File: src/gpef_pkg.sv
// glyph pixel effect filter package: sizes, codes, config and control types
// no dependencies; used by gpef_regs, gpef_ctrl, gpef_dp and the top file
`timescale 1ns / 1ps
`default_nettype none

package gpef_pkg;

  localparam int MAX_WIDTH  = 256;
  localparam int MAX_HEIGHT = 256;

  localparam int PIX_W      = 8;
  localparam int CFG_DIM_W  = 9;
  localparam int CFG_EFF_W  = 2;

  localparam int RING_DEPTH = 4 * MAX_WIDTH + 5;
  localparam int RING_AW    = $clog2(RING_DEPTH);
  localparam int WID_W      = $clog2(MAX_WIDTH + 1);
  localparam int HGT_W      = $clog2(MAX_HEIGHT + 1);
  localparam int CNT_W      = $clog2(MAX_WIDTH * MAX_HEIGHT + 1);
  localparam int OFF_W      = $clog2(2 * MAX_WIDTH + 3) + 1;
  localparam int AD_W       = RING_AW + 2;
  localparam int POS_W      = CNT_W + 2;

  localparam int GLOW_SIZE  = 5;
  localparam int GLOW_TAPS  = GLOW_SIZE * GLOW_SIZE;
  localparam int RELIEF_TAPS = 2;
  localparam int TAP_CNT_W  = $clog2(GLOW_TAPS);
  localparam int COL_W      = $clog2(GLOW_SIZE);
  localparam int SUM_W      = $clog2(GLOW_TAPS * 255 + 1);

  localparam int GLOW_DIV     = 6375;
  localparam int GLOW_SHIFT   = 34;
  localparam int GLOW_RECIP_W = 22;
  localparam longint unsigned GLOW_RECIP =
    ((64'd1 << GLOW_SHIFT) + 64'(GLOW_DIV) - 64'd1) / 64'(GLOW_DIV);
  localparam int GPROD_W      = PIX_W + SUM_W;
  localparam int GFULL_W      = GPROD_W + GLOW_RECIP_W;

  localparam int RELIEF_BIAS  = 200;
  localparam int RELIEF_DIV   = 255;
  localparam int RELIEF_SHIFT = 23;
  localparam int RELIEF_RECIP = ((1 << RELIEF_SHIFT) + RELIEF_DIV - 1) / RELIEF_DIV;
  localparam int RELIEF_SAT   = 256 * RELIEF_DIV;
  localparam int REL_T_W      = PIX_W + 2;
  localparam int REL_V_W      = REL_T_W + PIX_W + 1;
  localparam int REL_Q_W      = 16;

  localparam int PADDR_W = 4;
  localparam int PDATA_W = 32;

  typedef enum logic [CFG_EFF_W-1:0] {
    EFF_GLOW = 2'd0,
    EFF_HREL = 2'd1,
    EFF_DREL = 2'd2
  } effect_e;

  typedef enum logic [1:0] {
    REG_WIDTH  = 2'd0,
    REG_HEIGHT = 2'd1,
    REG_EFFECT = 2'd2
  } reg_idx_e;

  typedef enum logic [2:0] {
    ST_IDLE  = 3'd0,
    ST_READ  = 3'd1,
    ST_FLUSH = 3'd2,
    ST_MUL   = 3'd3,
    ST_DIV   = 3'd4,
    ST_WRITE = 3'd5
  } state_e;

  typedef struct packed {
    logic [CFG_DIM_W-1:0] frame_width;
    logic [CFG_DIM_W-1:0] frame_height;
    logic [CFG_EFF_W-1:0] effect;
  } cfg_t;

  typedef struct packed {
    logic accept;
    logic win_init;
    logic rd_en;
    logic mul_en;
    logic div_en;
    logic wr_en;
  } dp_cmd_t;

  typedef struct packed {
    logic emit_req;
    logic glow;
    logic out_free;
  } dp_sts_t;

  function automatic logic [RING_AW-1:0] ring_inc(input logic [RING_AW-1:0] ptr);
    logic [RING_AW-1:0] nxt;
    if (ptr == RING_AW'(RING_DEPTH - 1)) begin
      nxt = '0;
    end else begin
      nxt = ptr + RING_AW'(1);
    end
    return nxt;
  endfunction

endpackage

`default_nettype wire

File: src/gpef_ctrl.sv
// sequencing fsm: accept, window reads, multiply, divide, write-back and result beat
// depends on gpef_pkg
`timescale 1ns / 1ps
`default_nettype none

module gpef_ctrl (
  input  logic              clk_i,
  input  logic              rst_ni,
  input  logic              in_valid_i,
  output logic              in_ready_o,
  input  gpef_pkg::dp_sts_t sts_i,
  output gpef_pkg::dp_cmd_t cmd_o
);
  import gpef_pkg::*;

  state_e                 state_q, state_d;
  logic [TAP_CNT_W-1:0]   tap_q, tap_d;
  logic                   last_tap;

  assign last_tap = sts_i.glow ? (tap_q == TAP_CNT_W'(GLOW_TAPS - 1))
                               : (tap_q == TAP_CNT_W'(RELIEF_TAPS - 1));

  assign tap_d = (state_q == ST_READ && !last_tap) ? tap_q + TAP_CNT_W'(1) : '0;

  always_comb begin
    state_d = state_q;
    case (state_q)
      ST_IDLE: begin
        if (in_valid_i && sts_i.emit_req) begin
          state_d = ST_READ;
        end
      end
      ST_READ: begin
        if (last_tap) begin
          state_d = ST_FLUSH;
        end
      end
      ST_FLUSH: state_d = ST_MUL;
      ST_MUL:   state_d = ST_DIV;
      ST_DIV:   state_d = ST_WRITE;
      ST_WRITE: begin
        if (sts_i.out_free) begin
          state_d = ST_IDLE;
        end
      end
      default:  state_d = ST_IDLE;
    endcase
  end

  always_comb begin
    cmd_o      = '0;
    in_ready_o = 1'b0;
    case (state_q)
      ST_IDLE: begin
        in_ready_o     = 1'b1;
        cmd_o.accept   = in_valid_i;
        cmd_o.win_init = in_valid_i && sts_i.emit_req;
      end
      ST_READ:  cmd_o.rd_en  = 1'b1;
      ST_MUL:   cmd_o.mul_en = 1'b1;
      ST_DIV:   cmd_o.div_en = 1'b1;
      ST_WRITE: cmd_o.wr_en  = sts_i.out_free;
      default:  cmd_o        = '0;
    endcase
  end

  always_ff @(posedge clk_i or negedge rst_ni) begin
    if (!rst_ni) begin
      state_q <= ST_IDLE;
      tap_q   <= '0;
    end else begin
      state_q <= state_d;
      tap_q   <= tap_d;
    end
  end

  a_one_phase: assert property (@(posedge clk_i) disable iff (!rst_ni)
    $onehot0({cmd_o.accept, cmd_o.rd_en, cmd_o.mul_en, cmd_o.div_en, cmd_o.wr_en}))
    else $error("more than one datapath phase active");

  a_window_start: assert property (@(posedge clk_i) disable iff (!rst_ni)
    cmd_o.win_init |=> (state_q == ST_READ) && (tap_q == '0))
    else $error("window read did not start at tap zero");

  a_hold_result: assert property (@(posedge clk_i) disable iff (!rst_ni)
    (state_q == ST_WRITE) && !sts_i.out_free |=> state_q == ST_WRITE)
    else $error("result dropped while output busy");

endmodule

`default_nettype wire

File: config.mk
export PLATFORM = sky130hd
export DESIGN_NAME = gpef_ctrl
export DESIGN_NICKNAME = d
export VERILOG_FILES = /design/src/gpef_pkg.sv /design/src/gpef_ctrl.sv
export SDC_FILE = /design/constraint.sdc
export NUM_CORES = 1
export LEC_CHECK = 0
export BUFFER_PORTS_ARGS = -buffer_cell sky130_fd_sc_hd__buf_2
export CAP_MARGIN = 20
export CORE_AREA = 2 2 39 41
export CTS_BUF_LIST = sky130_fd_sc_hd__clkbuf_8
export DETAILED_ROUTE_END_ITERATION = 12
export DIE_AREA = 0 0 41 43
export PLACE_DENSITY = 0.56
export SKIP_LAST_GASP = 1
export SLEW_MARGIN = 40
export SYNTH_ARGS = -nofsm -noshare
export SYNTH_HDL_FRONTEND = slang
export SYNTH_SLANG_ARGS = --single-unit
File: constraint.sdc
create_clock -name clk_i -period 2.4 [get_ports clk_i]
set_clock_uncertainty 0.1 [all_clocks]
set_input_delay 0.36 -clock clk_i [delete_from_list [all_inputs] [get_ports clk_i]]
set_output_delay 0.36 -clock clk_i [all_outputs]
set_load 0.01 [all_outputs]
==> impl_results.md <==
- First-pass GRT wire length: 1.41 mm
- CP endpoint kind: output port
- Max Clk Rate: 0.567 GHz
- Setup Crit Path Kind: register to output port
- ANT cells: 0
- Top Ports: 13
- Mux contribution to synthesized area: 0%
- Total negative setup slack: 0 ns
- Clock share of power: 23.6%
- Initial core utilization: 31.6%
- Worst path slowest cell: dfrtp_1
- Power Density: 1180 nW/um^2
- Most frequent cells in the layout: buf_2 (12), dfrtp_1 (8), nor2_1 (5), nor3_1 (5), nand2_1 (4)
- Crit-path cells: nor3_1 -> and3_1 -> buf_2
- Area fraction in compound gates after synthesis: 14.3%
- Rows: 14
- Post-synthesis adder-cell area fraction: 2.86%
- Startpoint types: register
- Relative slew slack: 79.1%
- GR Util All Layers: 12.2%
- Post-synthesis sequential area ratio: 45.7%
- Core Util, Final: 40.9%
- Post-DR wirelength/cell: 10.7 um
- CP Data Arrival Time: 1.30 ns
- Root Buffer: clkbuf_8
- Clk buf depth: 2
- Period utilisation layout: 73.5%
- Area of the die: 1760 um^2
- Largest family of logic cells by synthesized area: simple AND/OR/NAND/NOR gates
- IO buf count: 12
- Area of the core: 1380 um^2
- Worst r2r src: tap_q[3]
- Worst-path clk slew: 0.04 ns
- Largest cells by area after synthesis: dfrtp_1 (46%), nor3_1 (5.7%), a21boi_4 (4.3%)
- Syn nets: 52
- GR Overflow Total: 0
- Nets: 69
- Yosys reg bits: 8
- Final hold vios: 0
- Synth Area in Simple Gates: 28.6%
- Sw frac: 37.7%
- Routed wire length: 813 um
- Setup violations, final: 0
- Post-synth top area share: 45.7%
- Proportion of layout cells with a drive suffix above 1: 28.3%
- Critical Path RT: 1.94 ns
- Peak supply drop: 0.000490 V
- H-tree depth: 1
- Initial antenna violation count: 0
- NetSw: 250 uW
- CTS sink cnt: 8
- DR iter-0 viols: 9
- # placed instances: 72
- Fin crit period: 1.76 ns
- Int Pwr: 415 uW
- Final Non-Filler Cells: 76
- Max-cap viol count: 0
- Status: finished clean
- Launch point of the worst path: state_q[2]
- Layout area overhead: 29.1%
- RSZ-0062 raised after global routing: false
- Combinational power share: 41.1%
- XOR/XNOR Fraction of Synth Area: 6.00%
- CP max FO: 7
- DR vias: 369
- Pin count of the biggest net entering global routing: 10
- Leakage: 0.296 nW
- Netlist Area Pre-Place: 438 um^2
- Worst slew pin tran: 0.311 ns
- Drc violations: 0
- FILL cells: 136
- DIE HEIGHT: 43 um
- Drt pass-1 iters: 4
- Seq pwr share: 35.3%
- Ys Warns: 0
- Synth area leader: dfrtp_1
- Slew Viols, Final: 0
- Die width: 41 um
- Commonest non-fill, non-tap cell in the layout: buf_2
- Placer Congestion: 0.661
- Largest stage delay on the critical path: 0.44 ns
- Hold crit path type: input port to async pin
- Synth Instances: 45
- Clk_lat worst skew: 0.22 ns
- CTS Buf Count: 3
- CTS tree: built
- Antenna Violating Nets Remaining: 0
- Via count of the first global-routing pass: 330
- Synth unique cells: 23
- Syn_area_per_cell: 9.73 um^2
- Vias per Instance: 4.86
[power by group through the flow]
| stage | sequential [mW] | clock [mW] | combinational (mW) |
|---|---|---|---|
| 2_1_floorplan | 0.212 | 0 | 0.215 |
| 3_3_place_gp | 0.237 | 0 | 0.273 |
| 3_5_place_dp | 0.236 | 0 | 0.275 |
| 4_1_cts | 0.235 | 0.163 | 0.278 |
| 5_1_grt | 0.245 | 0.173 | 0.312 |
| 6_report | 0.235 | 0.157 | 0.273 |
[cell type report]
cell class / count / area [um^2] / area share, %
clock buffers: 3 / 41.3 / 7.30
inverters: 2 / 7.51 / 1.33
multi-input cells: 34 / 226 / 40.0
flip-flops and latches: 8 / 200 / 35.4
well taps: 16 / 20.0 / 3.54
repair buffers: 13 / 70.1 / 12.4
[sequential cells by signal, indices dropped and copies added (netlist names)]
name and cells:
state_q 3, tap_q 5
[metal layers]
metal | track usage (%) | vias up | wire [um]
li1 | - | 193 | -
met1 | 18.7 | 172 | 403
met3 | 1.57 | 0 | 12
met4 | 10.0 | 0 | 0
met5 | 0 | - | 0
met2 | 14.4 | 4 | 397
[synth_stat cells]
cell type,n
a21boi_0,1
a21boi_4,1
a21o_1,1
a21oi_1,1
a311oi_1,1
a41o_1,1
and2_1,1
and3_1,1
clkbuf_1,1
dfrtp_1,8
ha_1,1
inv_1,2
nand2_1,4
nand2b_1,1
nand3_1,2
nand4b_1,1
nor2_1,5
nor3_1,5
nor3b_1,2
o21ai_0,1
or4b_4,1
xnor2_1,1
xor2_1,2
[per-stage QoR]
| stage | total power [mW] | worst slack, ns | hold slack [ns] | instance area (um^2) |
|---|---|---|---|---|
| 5_1_grt | 0.730 | 0.550 | 0.438 | 566 |
| 2_1_floorplan | 0.427 | 0.786 | -0.0356 | 438 |
| 4_1_cts | 0.676 | 0.632 | 0.403 | 566 |
| 3_5_place_dp | 0.511 | 0.790 | 0.109 | 514 |
| 6_report | 0.665 | 0.637 | 0.411 | 566 |
| 3_3_place_gp | 0.510 | 0.827 | 0.112 | 514 |
[critical path, delay by kind of cell, from the launching register on]
kind | cells | cell delay, ns
DFF | 1 | 0.44
and+or+nand+nor | 2 | 0.52
buffers and inverters | 1 | 0.12
[logic make-up (layout without fill, tap and decap cells)]
group | Yosys count | after routing
compound gates | 7 | 7
xor+xnor | 3 | 3
fa+ha+maj | 1 | 1
buf+inv | 3 | 18
flops | 8 | 8
simple gates | 23 | 23
[timing repair]
action	in CTS	in global routing
hold endpoints to repair	8	0
resized for setup	0	0
hold buffers	1	0
setup buffers	0	0
[final timing paths]
check                        endpoint  slack [ns]  cells after the start
max                          cmd_o[4]        0.64                      3
min                          tap_q[2]        0.41                      2
max reg2reg                state_q[0]        0.81                      3
min reg2reg                  tap_q[0]        0.42                      1
max in group asynchronous  state_q[1]        1.62                      2
min in group clk_i         state_q[2]        0.42                      3
(Power assumes the default switching activity.)
