<file path="config.mk">
export PLATFORM = sky130hd
export DESIGN_NAME = gpef_regs
export DESIGN_NICKNAME = d
export VERILOG_FILES = /design/src/gpef_pkg.sv /design/src/gpef_regs.sv
export SDC_FILE = /design/constraint.sdc
export NUM_CORES = 1
export LEC_CHECK = 0
export ABC_AREA = 1
export ABC_CLOCK_PERIOD_IN_PS = 2550
export BUFFER_PORTS_ARGS = -buffer_cell sky130_fd_sc_hd__buf_2
export CAP_MARGIN = 30
export CELL_PAD_IN_SITES_DETAIL_PLACEMENT = 0
export CELL_PAD_IN_SITES_GLOBAL_PLACEMENT = 1
export CORE_MARGIN = 5
export CORE_UTILIZATION = 27
export CTS_CLUSTER_DIAMETER = 30
export CTS_CLUSTER_SIZE = 40
export DETAILED_ROUTE_END_ITERATION = 8
export PLACE_DENSITY = 0.82
export SETUP_SLACK_MARGIN = 0.5
export SLEW_MARGIN = 0
export SYNTH_ARGS = -nofsm -noshare
export SYNTH_HDL_FRONTEND = slang
export SYNTH_SLANG_ARGS = --single-unit
</file>
<file path="constraint.sdc">
create_clock -name clk_i -period 2.55 [get_ports clk_i]
set_clock_uncertainty 0.2 [all_clocks]
set_input_delay 0.6375 -clock clk_i [delete_from_list [all_inputs] [get_ports clk_i]]
set_output_delay 0.6375 -clock clk_i [all_outputs]
set_load 0.1 [all_outputs]
</file>
<file path="src/gpef_pkg.sv">
// glyph pixel effect filter package: sizes, codes, config and control types
// no dependencies; used by gpef_regs, gpef_ctrl, gpef_dp and the top file
`timescale 1ns / 1ps
`default_nettype none

package gpef_pkg;

  localparam int MAX_WIDTH  = 256;
  localparam int MAX_HEIGHT = 256;

  localparam int PIX_W      = 8;
  localparam int CFG_DIM_W  = 9;
  localparam int CFG_EFF_W  = 2;

  localparam int RING_DEPTH = 4 * MAX_WIDTH + 5;
  localparam int RING_AW    = $clog2(RING_DEPTH);
  localparam int WID_W      = $clog2(MAX_WIDTH + 1);
  localparam int HGT_W      = $clog2(MAX_HEIGHT + 1);
  localparam int CNT_W      = $clog2(MAX_WIDTH * MAX_HEIGHT + 1);
  localparam int OFF_W      = $clog2(2 * MAX_WIDTH + 3) + 1;
  localparam int AD_W       = RING_AW + 2;
  localparam int POS_W      = CNT_W + 2;

  localparam int GLOW_SIZE  = 5;
  localparam int GLOW_TAPS  = GLOW_SIZE * GLOW_SIZE;
  localparam int RELIEF_TAPS = 2;
  localparam int TAP_CNT_W  = $clog2(GLOW_TAPS);
  localparam int COL_W      = $clog2(GLOW_SIZE);
  localparam int SUM_W      = $clog2(GLOW_TAPS * 255 + 1);

  localparam int GLOW_DIV     = 6375;
  localparam int GLOW_SHIFT   = 34;
  localparam int GLOW_RECIP_W = 22;
  localparam longint unsigned GLOW_RECIP =
    ((64'd1 << GLOW_SHIFT) + 64'(GLOW_DIV) - 64'd1) / 64'(GLOW_DIV);
  localparam int GPROD_W      = PIX_W + SUM_W;
  localparam int GFULL_W      = GPROD_W + GLOW_RECIP_W;

  localparam int RELIEF_BIAS  = 200;
  localparam int RELIEF_DIV   = 255;
  localparam int RELIEF_SHIFT = 23;
  localparam int RELIEF_RECIP = ((1 << RELIEF_SHIFT) + RELIEF_DIV - 1) / RELIEF_DIV;
  localparam int RELIEF_SAT   = 256 * RELIEF_DIV;
  localparam int REL_T_W      = PIX_W + 2;
  localparam int REL_V_W      = REL_T_W + PIX_W + 1;
  localparam int REL_Q_W      = 16;

  localparam int PADDR_W = 4;
  localparam int PDATA_W = 32;

  typedef enum logic [CFG_EFF_W-1:0] {
    EFF_GLOW = 2'd0,
    EFF_HREL = 2'd1,
    EFF_DREL = 2'd2
  } effect_e;

  typedef enum logic [1:0] {
    REG_WIDTH  = 2'd0,
    REG_HEIGHT = 2'd1,
    REG_EFFECT = 2'd2
  } reg_idx_e;

  typedef enum logic [2:0] {
    ST_IDLE  = 3'd0,
    ST_READ  = 3'd1,
    ST_FLUSH = 3'd2,
    ST_MUL   = 3'd3,
    ST_DIV   = 3'd4,
    ST_WRITE = 3'd5
  } state_e;

  typedef struct packed {
    logic [CFG_DIM_W-1:0] frame_width;
    logic [CFG_DIM_W-1:0] frame_height;
    logic [CFG_EFF_W-1:0] effect;
  } cfg_t;

  typedef struct packed {
    logic accept;
    logic win_init;
    logic rd_en;
    logic mul_en;
    logic div_en;
    logic wr_en;
  } dp_cmd_t;

  typedef struct packed {
    logic emit_req;
    logic glow;
    logic out_free;
  } dp_sts_t;

  function automatic logic [RING_AW-1:0] ring_inc(input logic [RING_AW-1:0] ptr);
    logic [RING_AW-1:0] nxt;
    if (ptr == RING_AW'(RING_DEPTH - 1)) begin
      nxt = '0;
    end else begin
      nxt = ptr + RING_AW'(1);
    end
    return nxt;
  endfunction

endpackage

`default_nettype wire

</file>
<file path="src/gpef_regs.sv">
// apb configuration registers: frame width, frame height, effect select
// depends on gpef_pkg
`timescale 1ns / 1ps
`default_nettype none

module gpef_regs (
  input  logic                           clk_i,
  input  logic                           rst_ni,
  input  logic                           psel,
  input  logic                           penable,
  input  logic                           pwrite,
  input  logic [gpef_pkg::PADDR_W-1:0]   paddr,
  input  logic [gpef_pkg::PDATA_W-1:0]   pwdata,
  output logic [gpef_pkg::PDATA_W-1:0]   prdata,
  output logic                           pready,
  output gpef_pkg::cfg_t                 cfg_o,
  output logic                           restart_o
);
  import gpef_pkg::*;

  cfg_t       cfg_q, cfg_d;
  logic [1:0] idx;
  logic       wr_fire;

  assign idx     = paddr[PADDR_W-1:2];
  assign wr_fire = psel && penable && pwrite;
  assign pready  = 1'b1;
  assign cfg_o   = cfg_q;

  always_comb begin
    cfg_d     = cfg_q;
    restart_o = 1'b0;
    if (wr_fire) begin
      case (idx)
        REG_WIDTH: begin
          cfg_d.frame_width = pwdata[CFG_DIM_W-1:0];
          restart_o         = 1'b1;
        end
        REG_HEIGHT: begin
          cfg_d.frame_height = pwdata[CFG_DIM_W-1:0];
          restart_o          = 1'b1;
        end
        REG_EFFECT: begin
          cfg_d.effect = pwdata[CFG_EFF_W-1:0];
          restart_o    = 1'b1;
        end
        default: begin
          cfg_d = cfg_q;
        end
      endcase
    end
  end

  always_comb begin
    case (idx)
      REG_WIDTH:  prdata = PDATA_W'(cfg_q.frame_width);
      REG_HEIGHT: prdata = PDATA_W'(cfg_q.frame_height);
      REG_EFFECT: prdata = PDATA_W'(cfg_q.effect);
      default:    prdata = '0;
    endcase
  end

  always_ff @(posedge clk_i or negedge rst_ni) begin
    if (!rst_ni) begin
      cfg_q.frame_width  <= CFG_DIM_W'(MAX_WIDTH);
      cfg_q.frame_height <= CFG_DIM_W'(MAX_HEIGHT);
      cfg_q.effect       <= EFF_GLOW;
    end else begin
      cfg_q <= cfg_d;
    end
  end

endmodule

`default_nettype wire

</file>
==> out/qor.yml, run 1 <==
ys_ff_latch: 20
run_status: "finished, final reports clean"
synth_seq_area_share_pct: 43.51
rows: 23
die_h_um: 75.44
dp_hpwl_mm: 2.405
slew_violations: 0
slowest_stage: "clkbuf_16"
initial_utilization_pct: 28.29
placedCellCount: 246
yosys.area.top_type: "dfrtp_1"
drt-wirelength-per-cell_um: 13.83
syn_area_mm2: 0.001156
end_kind: "output port"
irDropWorstVdd_uv: 305.6
synth-compound-area-share_pct: 1.299
yosys.area_share.simple_pct: 37.12
period_minus_slack_ns: 2.239
finish.utilization_pct: 48.74
seqCellArea_um2: 533.0
cap_violations: 0
finalCritPeriodShare_pct: 87.79
crit_top_cell: "buf_12"
grt_max_degree: 21
synthXorXnorAreaFrac_pct: 0
cp_data_arrival_time_ns: 1.40
syn-instance-count: 152
drive_above_1_share_pct: 56.52
rsz0062_at_grt: "yes"
crit_type: "input pin to output port"
postRouteAntennaNets: 0
drt_pass1_iterations: 4
crit_chain: "buf_12 -> nor2_4 -> clkbuf_16 -> nand2_4 -> nand2_8 -> buf_12"
largest_register_ffs: 20
finalHoldViolCount: 0
nNetsFinal: 249
hold_buffers: 0
cts_tree: "done"
yosys_warnings: 0
path_clk_slew_ns: 0.08
yosysTopAreaCellShare_pct: 38.96
antenna_cells: 0
muxShareOfSynthArea_pct: 0
root_buffer: "clkbuf_8"
grt_first_pass_wirelength_mm: 5.112
core_mm2: 0.004086
dp_slack_ns: 0.1889
num_vias: 1078
area_growth_syn_to_layout_pct: 72.29
synth-adder-area-share_pct: 0
clock_latency_ns: 0.26
max_freq_mhz: 446.7
ys_types: 15
routed_wirelength_mm: 3.554
place_congestion: 0.7359
fin_setup_tns_ns: 0
viasPerCell: 4.195
path_max_fanout: 5
crit_path_max_incr_delay_ns: 0.20
pwr_density_cell_mw_per_mm2: 952.0
grt_usage_pct: 12.04
cts_buffers: 3
hp-class: "input pin to asynchronous set/reset pin"
final.setup.worst_slack_ns: 0.3113
drt_first_iter_violations: 31
syn_area_per_cell_um2: 7.606
die_w_um: 75.44
synth_top_family_by_area: "simple AND/OR/NAND/NOR gates"
final_common_cell: "nand2_1"
overflow: 0
antenna_found_initial: 0
grt_pass1_vias: 1071
synth.area.top_cells: "dfrtp_1 (39%), nand2_1 (28%), buf_4 (16%)"
cts.sink_count: 20
portBuffers: 45
dieArea_mm2: 0.005690
clockBufferDepth: 2
final_cells: 257
crit_path_start_kind: "input pin"
worst_ep_required_time_ns: 1.71
finalSetupViolCount: 0
multi_input_area_um2: 817.0
layout_common_cells: "nand2_1 (60), buf_2 (31), conb_1 (24)"
n_fill_cell: 400
htree_levels: 1
cellLeakagePower_nw: 1.026
pin_count: 95
route.detailed.drc: 0
==> routing by layer <==
metal | vias to the layer above | track usage (%) | wire, um | share of wire, %
met3 | 2 | 1.715 | 271 | 7.6
met4 | 0 | 3.495 | 34 | 0.96
met2 | 46 | 22.53 | 1889 | 53
met5 | - | 0 | 0 | 0
li1 | 523 | - | - | -
met1 | 507 | 14.13 | 1358 | 38
==> power breakdown <==
part           switching [W]  internal [W]  leakage [nW]  total [W]
Sequential         0.0000817      0.000403         0.228   0.000484
Combinational       0.000943      0.000217         0.770    0.00116
Clock               0.000115      0.000138        0.0288   0.000252
Total                0.00114      0.000757          1.03    0.00190
==> cell type report <==
type                       count  area share, %
sequential                    20          26.76
multi-input combinational    125          41.02
timing repair inverter         1         0.4397
clock buffer                   4          2.764
inverter                       5          1.193
tap                           50          3.141
timing repair buffer          52          24.69
==> synth_stat cells, drive strengths merged <==
master / number
nor2: 4
nand2: 89
conb: 2
buf: 24
dfstp: 2
dfrtp: 18
a21oi: 1
inv: 5
o21ai: 2
nand3: 5
==> worst paths after layout <==
path                            from         to  slack, ns  depth (start not counted)
min in group clk_i          cfg_o[7]   cfg_o[7]       0.30                          2
setup reg to reg           cfg_o[19]  cfg_o[19]       1.51                          2
hold / removal                rst_ni   cfg_o[7]       0.13                          1
max in group asynchronous     rst_ni  cfg_o[13]       1.66                          1
hold reg to reg             cfg_o[7]   cfg_o[7]       0.30                          2
setup / recovery            paddr[2]  prdata[7]       0.31                          6
==> stage by stage <==
| stage | power [W] | hold WS [ns] | cell area, um2 |
|---|---|---|---|
| 2_1_floorplan | 0.001388 | 0.1419 | 1424 |
| 3_3_place_gp | 0.001568 | 0.2745 | 1702 |
| 3_5_place_dp | 0.001578 | 0.2769 | 1702 |
| 4_1_cts | 0.001878 | 0.1350 | 1923 |
| 5_1_grt | 0.001959 | 0.1490 | 1992 |
| 6_report | 0.001896 | 0.1281 | 1992 |
==> cell families (layout without fill, tap and decap cells) <==
family / count (synthesis) / count (layout)
other: 2 / 24
AO/OA/AOI/OAI: 3 / 3
buffers and inverters: 29 / 62
flip-flops: 20 / 20
AND/OR/NAND/NOR: 98 / 98
==> worst max-delay path, delay by kind of cell <==
| kind | cells | cell delay (ns) |
|---|---|---|
| simple gates | 3 | 0.29 |
| buf+inv | 3 | 0.47 |
==> what timing repair did <==
action,4_1_cts,5_1_grt
pin swaps,5,2
gates cloned,2,0
buffers inserted,3,2
hold endpoints to repair,0,0
resized for setup,34,12
setup endpoints to repair,12,10
No activity file was read; power rests on OpenSTA's default activity.
==> run 2, diff against run 1 <==
CELL_PAD_IN_SITES_DETAIL_PLACEMENT = 1   (was 0)
CORE_ASPECT_RATIO = 1.4   (was default)
TNS_END_PERCENT = 30   (was default)
==> out/qor.yml, run 2 (synthesis gave the netlist of run 1 again) <==
finalSetupViolCount: 0
layout_common_cells: "nand2_1 (63), buf_2 (33), conb_1 (24)"
cp_data_arrival_time_ns: 1.35
path_max_fanout: 5
finalCritPeriodShare_pct: 85.65
rows: 28
routed_wirelength_mm: 3.404
path_clk_slew_ns: 0.07
final_common_cell: "nand2_1"
rsz0062_at_grt: "yes"
clockBufferDepth: 2
run_status: "finished, final reports clean"
antenna_found_initial: 0
postRouteAntennaNets: 0
slew_violations: 0
dpl_cell_area_mm2: 0.001607
final.setup.worst_slack_ns: 0.3658
num_vias: 1066
die_w_um: 65.31
root_buffer: "clkbuf_8"
pin_count: 95
largest_register_ffs: 20
fin_area_mm2: 0.001815
dieArea_mm2: 0.005709
crit_type: "input pin to output port"
dp_hpwl_mm: 2.582
grt_usage_pct: 12.69
hold_buffers: 0
antenna_cells: 0
crit_path_start_kind: "input pin"
initial_utilization_pct: 27.50
cellLeakagePower_nw: 0.9985
overflow: 0
worst_ep_required_time_ns: 1.71
irDropWorstVdd_uv: 376.4
grt_first_pass_wirelength_mm: 5.561
htree_levels: 1
cap_violations: 0
dp_slack_ns: 0.1549
cts_tree: "done"
die_h_um: 87.43
clock_latency_ns: 0.25
pwr_density_cell_mw_per_mm2: 1002
viasPerCell: 4.247
nNetsFinal: 248
max_freq_mhz: 457.8
route.detailed.drc: 0
area_growth_syn_to_layout_pct: 57.03
finalHoldViolCount: 0
drt_first_iter_violations: 34
portBuffers: 45
grt_pass1_vias: 1191
cts.sink_count: 20
final_cells: 251
end_kind: "output port"
drive_above_1_share_pct: 55.34
grt_max_degree: 21
placedCellCount: 240
drt_pass1_iterations: 4
hp-class: "input pin to asynchronous set/reset pin"
cts_buffers: 3
core_mm2: 0.004204
fin_setup_tns_ns: 0
period_minus_slack_ns: 2.184
drt-wirelength-per-cell_um: 13.56
place_congestion: 0.6543
run 2: cell types whose count changed in the layout (fill, tap and decap cells not counted):
| cell | delta |
|---|---|
| buf_4 | -2 |
| nand2_8 | -11 |
| nand2_4 | +8 |
| buf_8 | +1 |
| dfstp_4 | -2 |
| inv_2 | +1 |
| buf_2 | +2 |
| nand2_1 | +3 |
| inv_1 | -1 |
| buf_6 | +1 |
| clkbuf_16 | -1 |
| buf_12 | -2 |
| dfstp_2 | +2 |
run 2: timing repair:
action,CTS,global route
gates cloned,1,0
pin swaps,6,1
setup endpoints to repair,12,12
setup buffers,6,0
resized for setup,32,1
run 2: final timing paths:
path	end	slack (ns)	cells after the start	start
min in group clk_i	cfg_o[10]	0.28	2	cfg_o[10]
max in group asynchronous	cfg_o[10]	1.68	1	rst_ni
worst max-delay path	prdata[0]	0.37	7	paddr[3]
worst min-delay path	cfg_o[3]	0.12	1	rst_ni
worst min register to register	cfg_o[10]	0.28	2	cfg_o[10]
worst max register to register	cfg_o[19]	1.62	2	cfg_o[19]
run 2: metal layers:
metal	share of wire [%]	track usage, %	vias to the layer above	wire length, um
met1	34	13.12	503	1160
met3	5.8	1.550	2	198
met2	59	25.35	38	2003
met4	1.2	4.528	0	41
li1	-	-	523	-
met5	0	0	-	0
run 2: layout make-up:
type                            instances  area, um2
Inverter                                5      23.77
Multi-Input combinational cell        125      698.2
Clock buffer                            4      55.05
Timing Repair inverter                  1      8.758
Fill cell                             517       2389
Timing Repair Buffer                   51      447.9
Sequential cell                        20      525.5
Tap cell                               45      56.30
run 2: worst max-delay path: stages:
cell and delay [ns]:
buf_8 0.11, inv_2 0.08, nand2_4 0.09, inv_6 0.10, nand2_2 0.07, nand3_4 0.09
buf_12 0.17
run 2: power by group:
| part | switching (W) | total [W] | internal (W) |
|---|---|---|---|
| sequential | 0.0000679 | 0.000466 | 0.000398 |
| combinational | 0.000925 | 0.00112 | 0.000191 |
| clock | 0.0000992 | 0.000236 | 0.000137 |
| total | 0.00109 | 0.00182 | 0.000726 |
run 2: metrics by stage:
stage / hold slack (ns) / power (W) / utilization (%)
after global routing: 0.1510 / 0.001891 / 43.18
after floorplan: 0.1419 / 0.001363 / -
after global placement: 0.2620 / 0.001541 / 38.21
after CTS: 0.1360 / 0.001836 / 43.18
final: 0.1237 / 0.001819 / 43.18
after detailed placement: 0.2750 / 0.001556 / 38.21
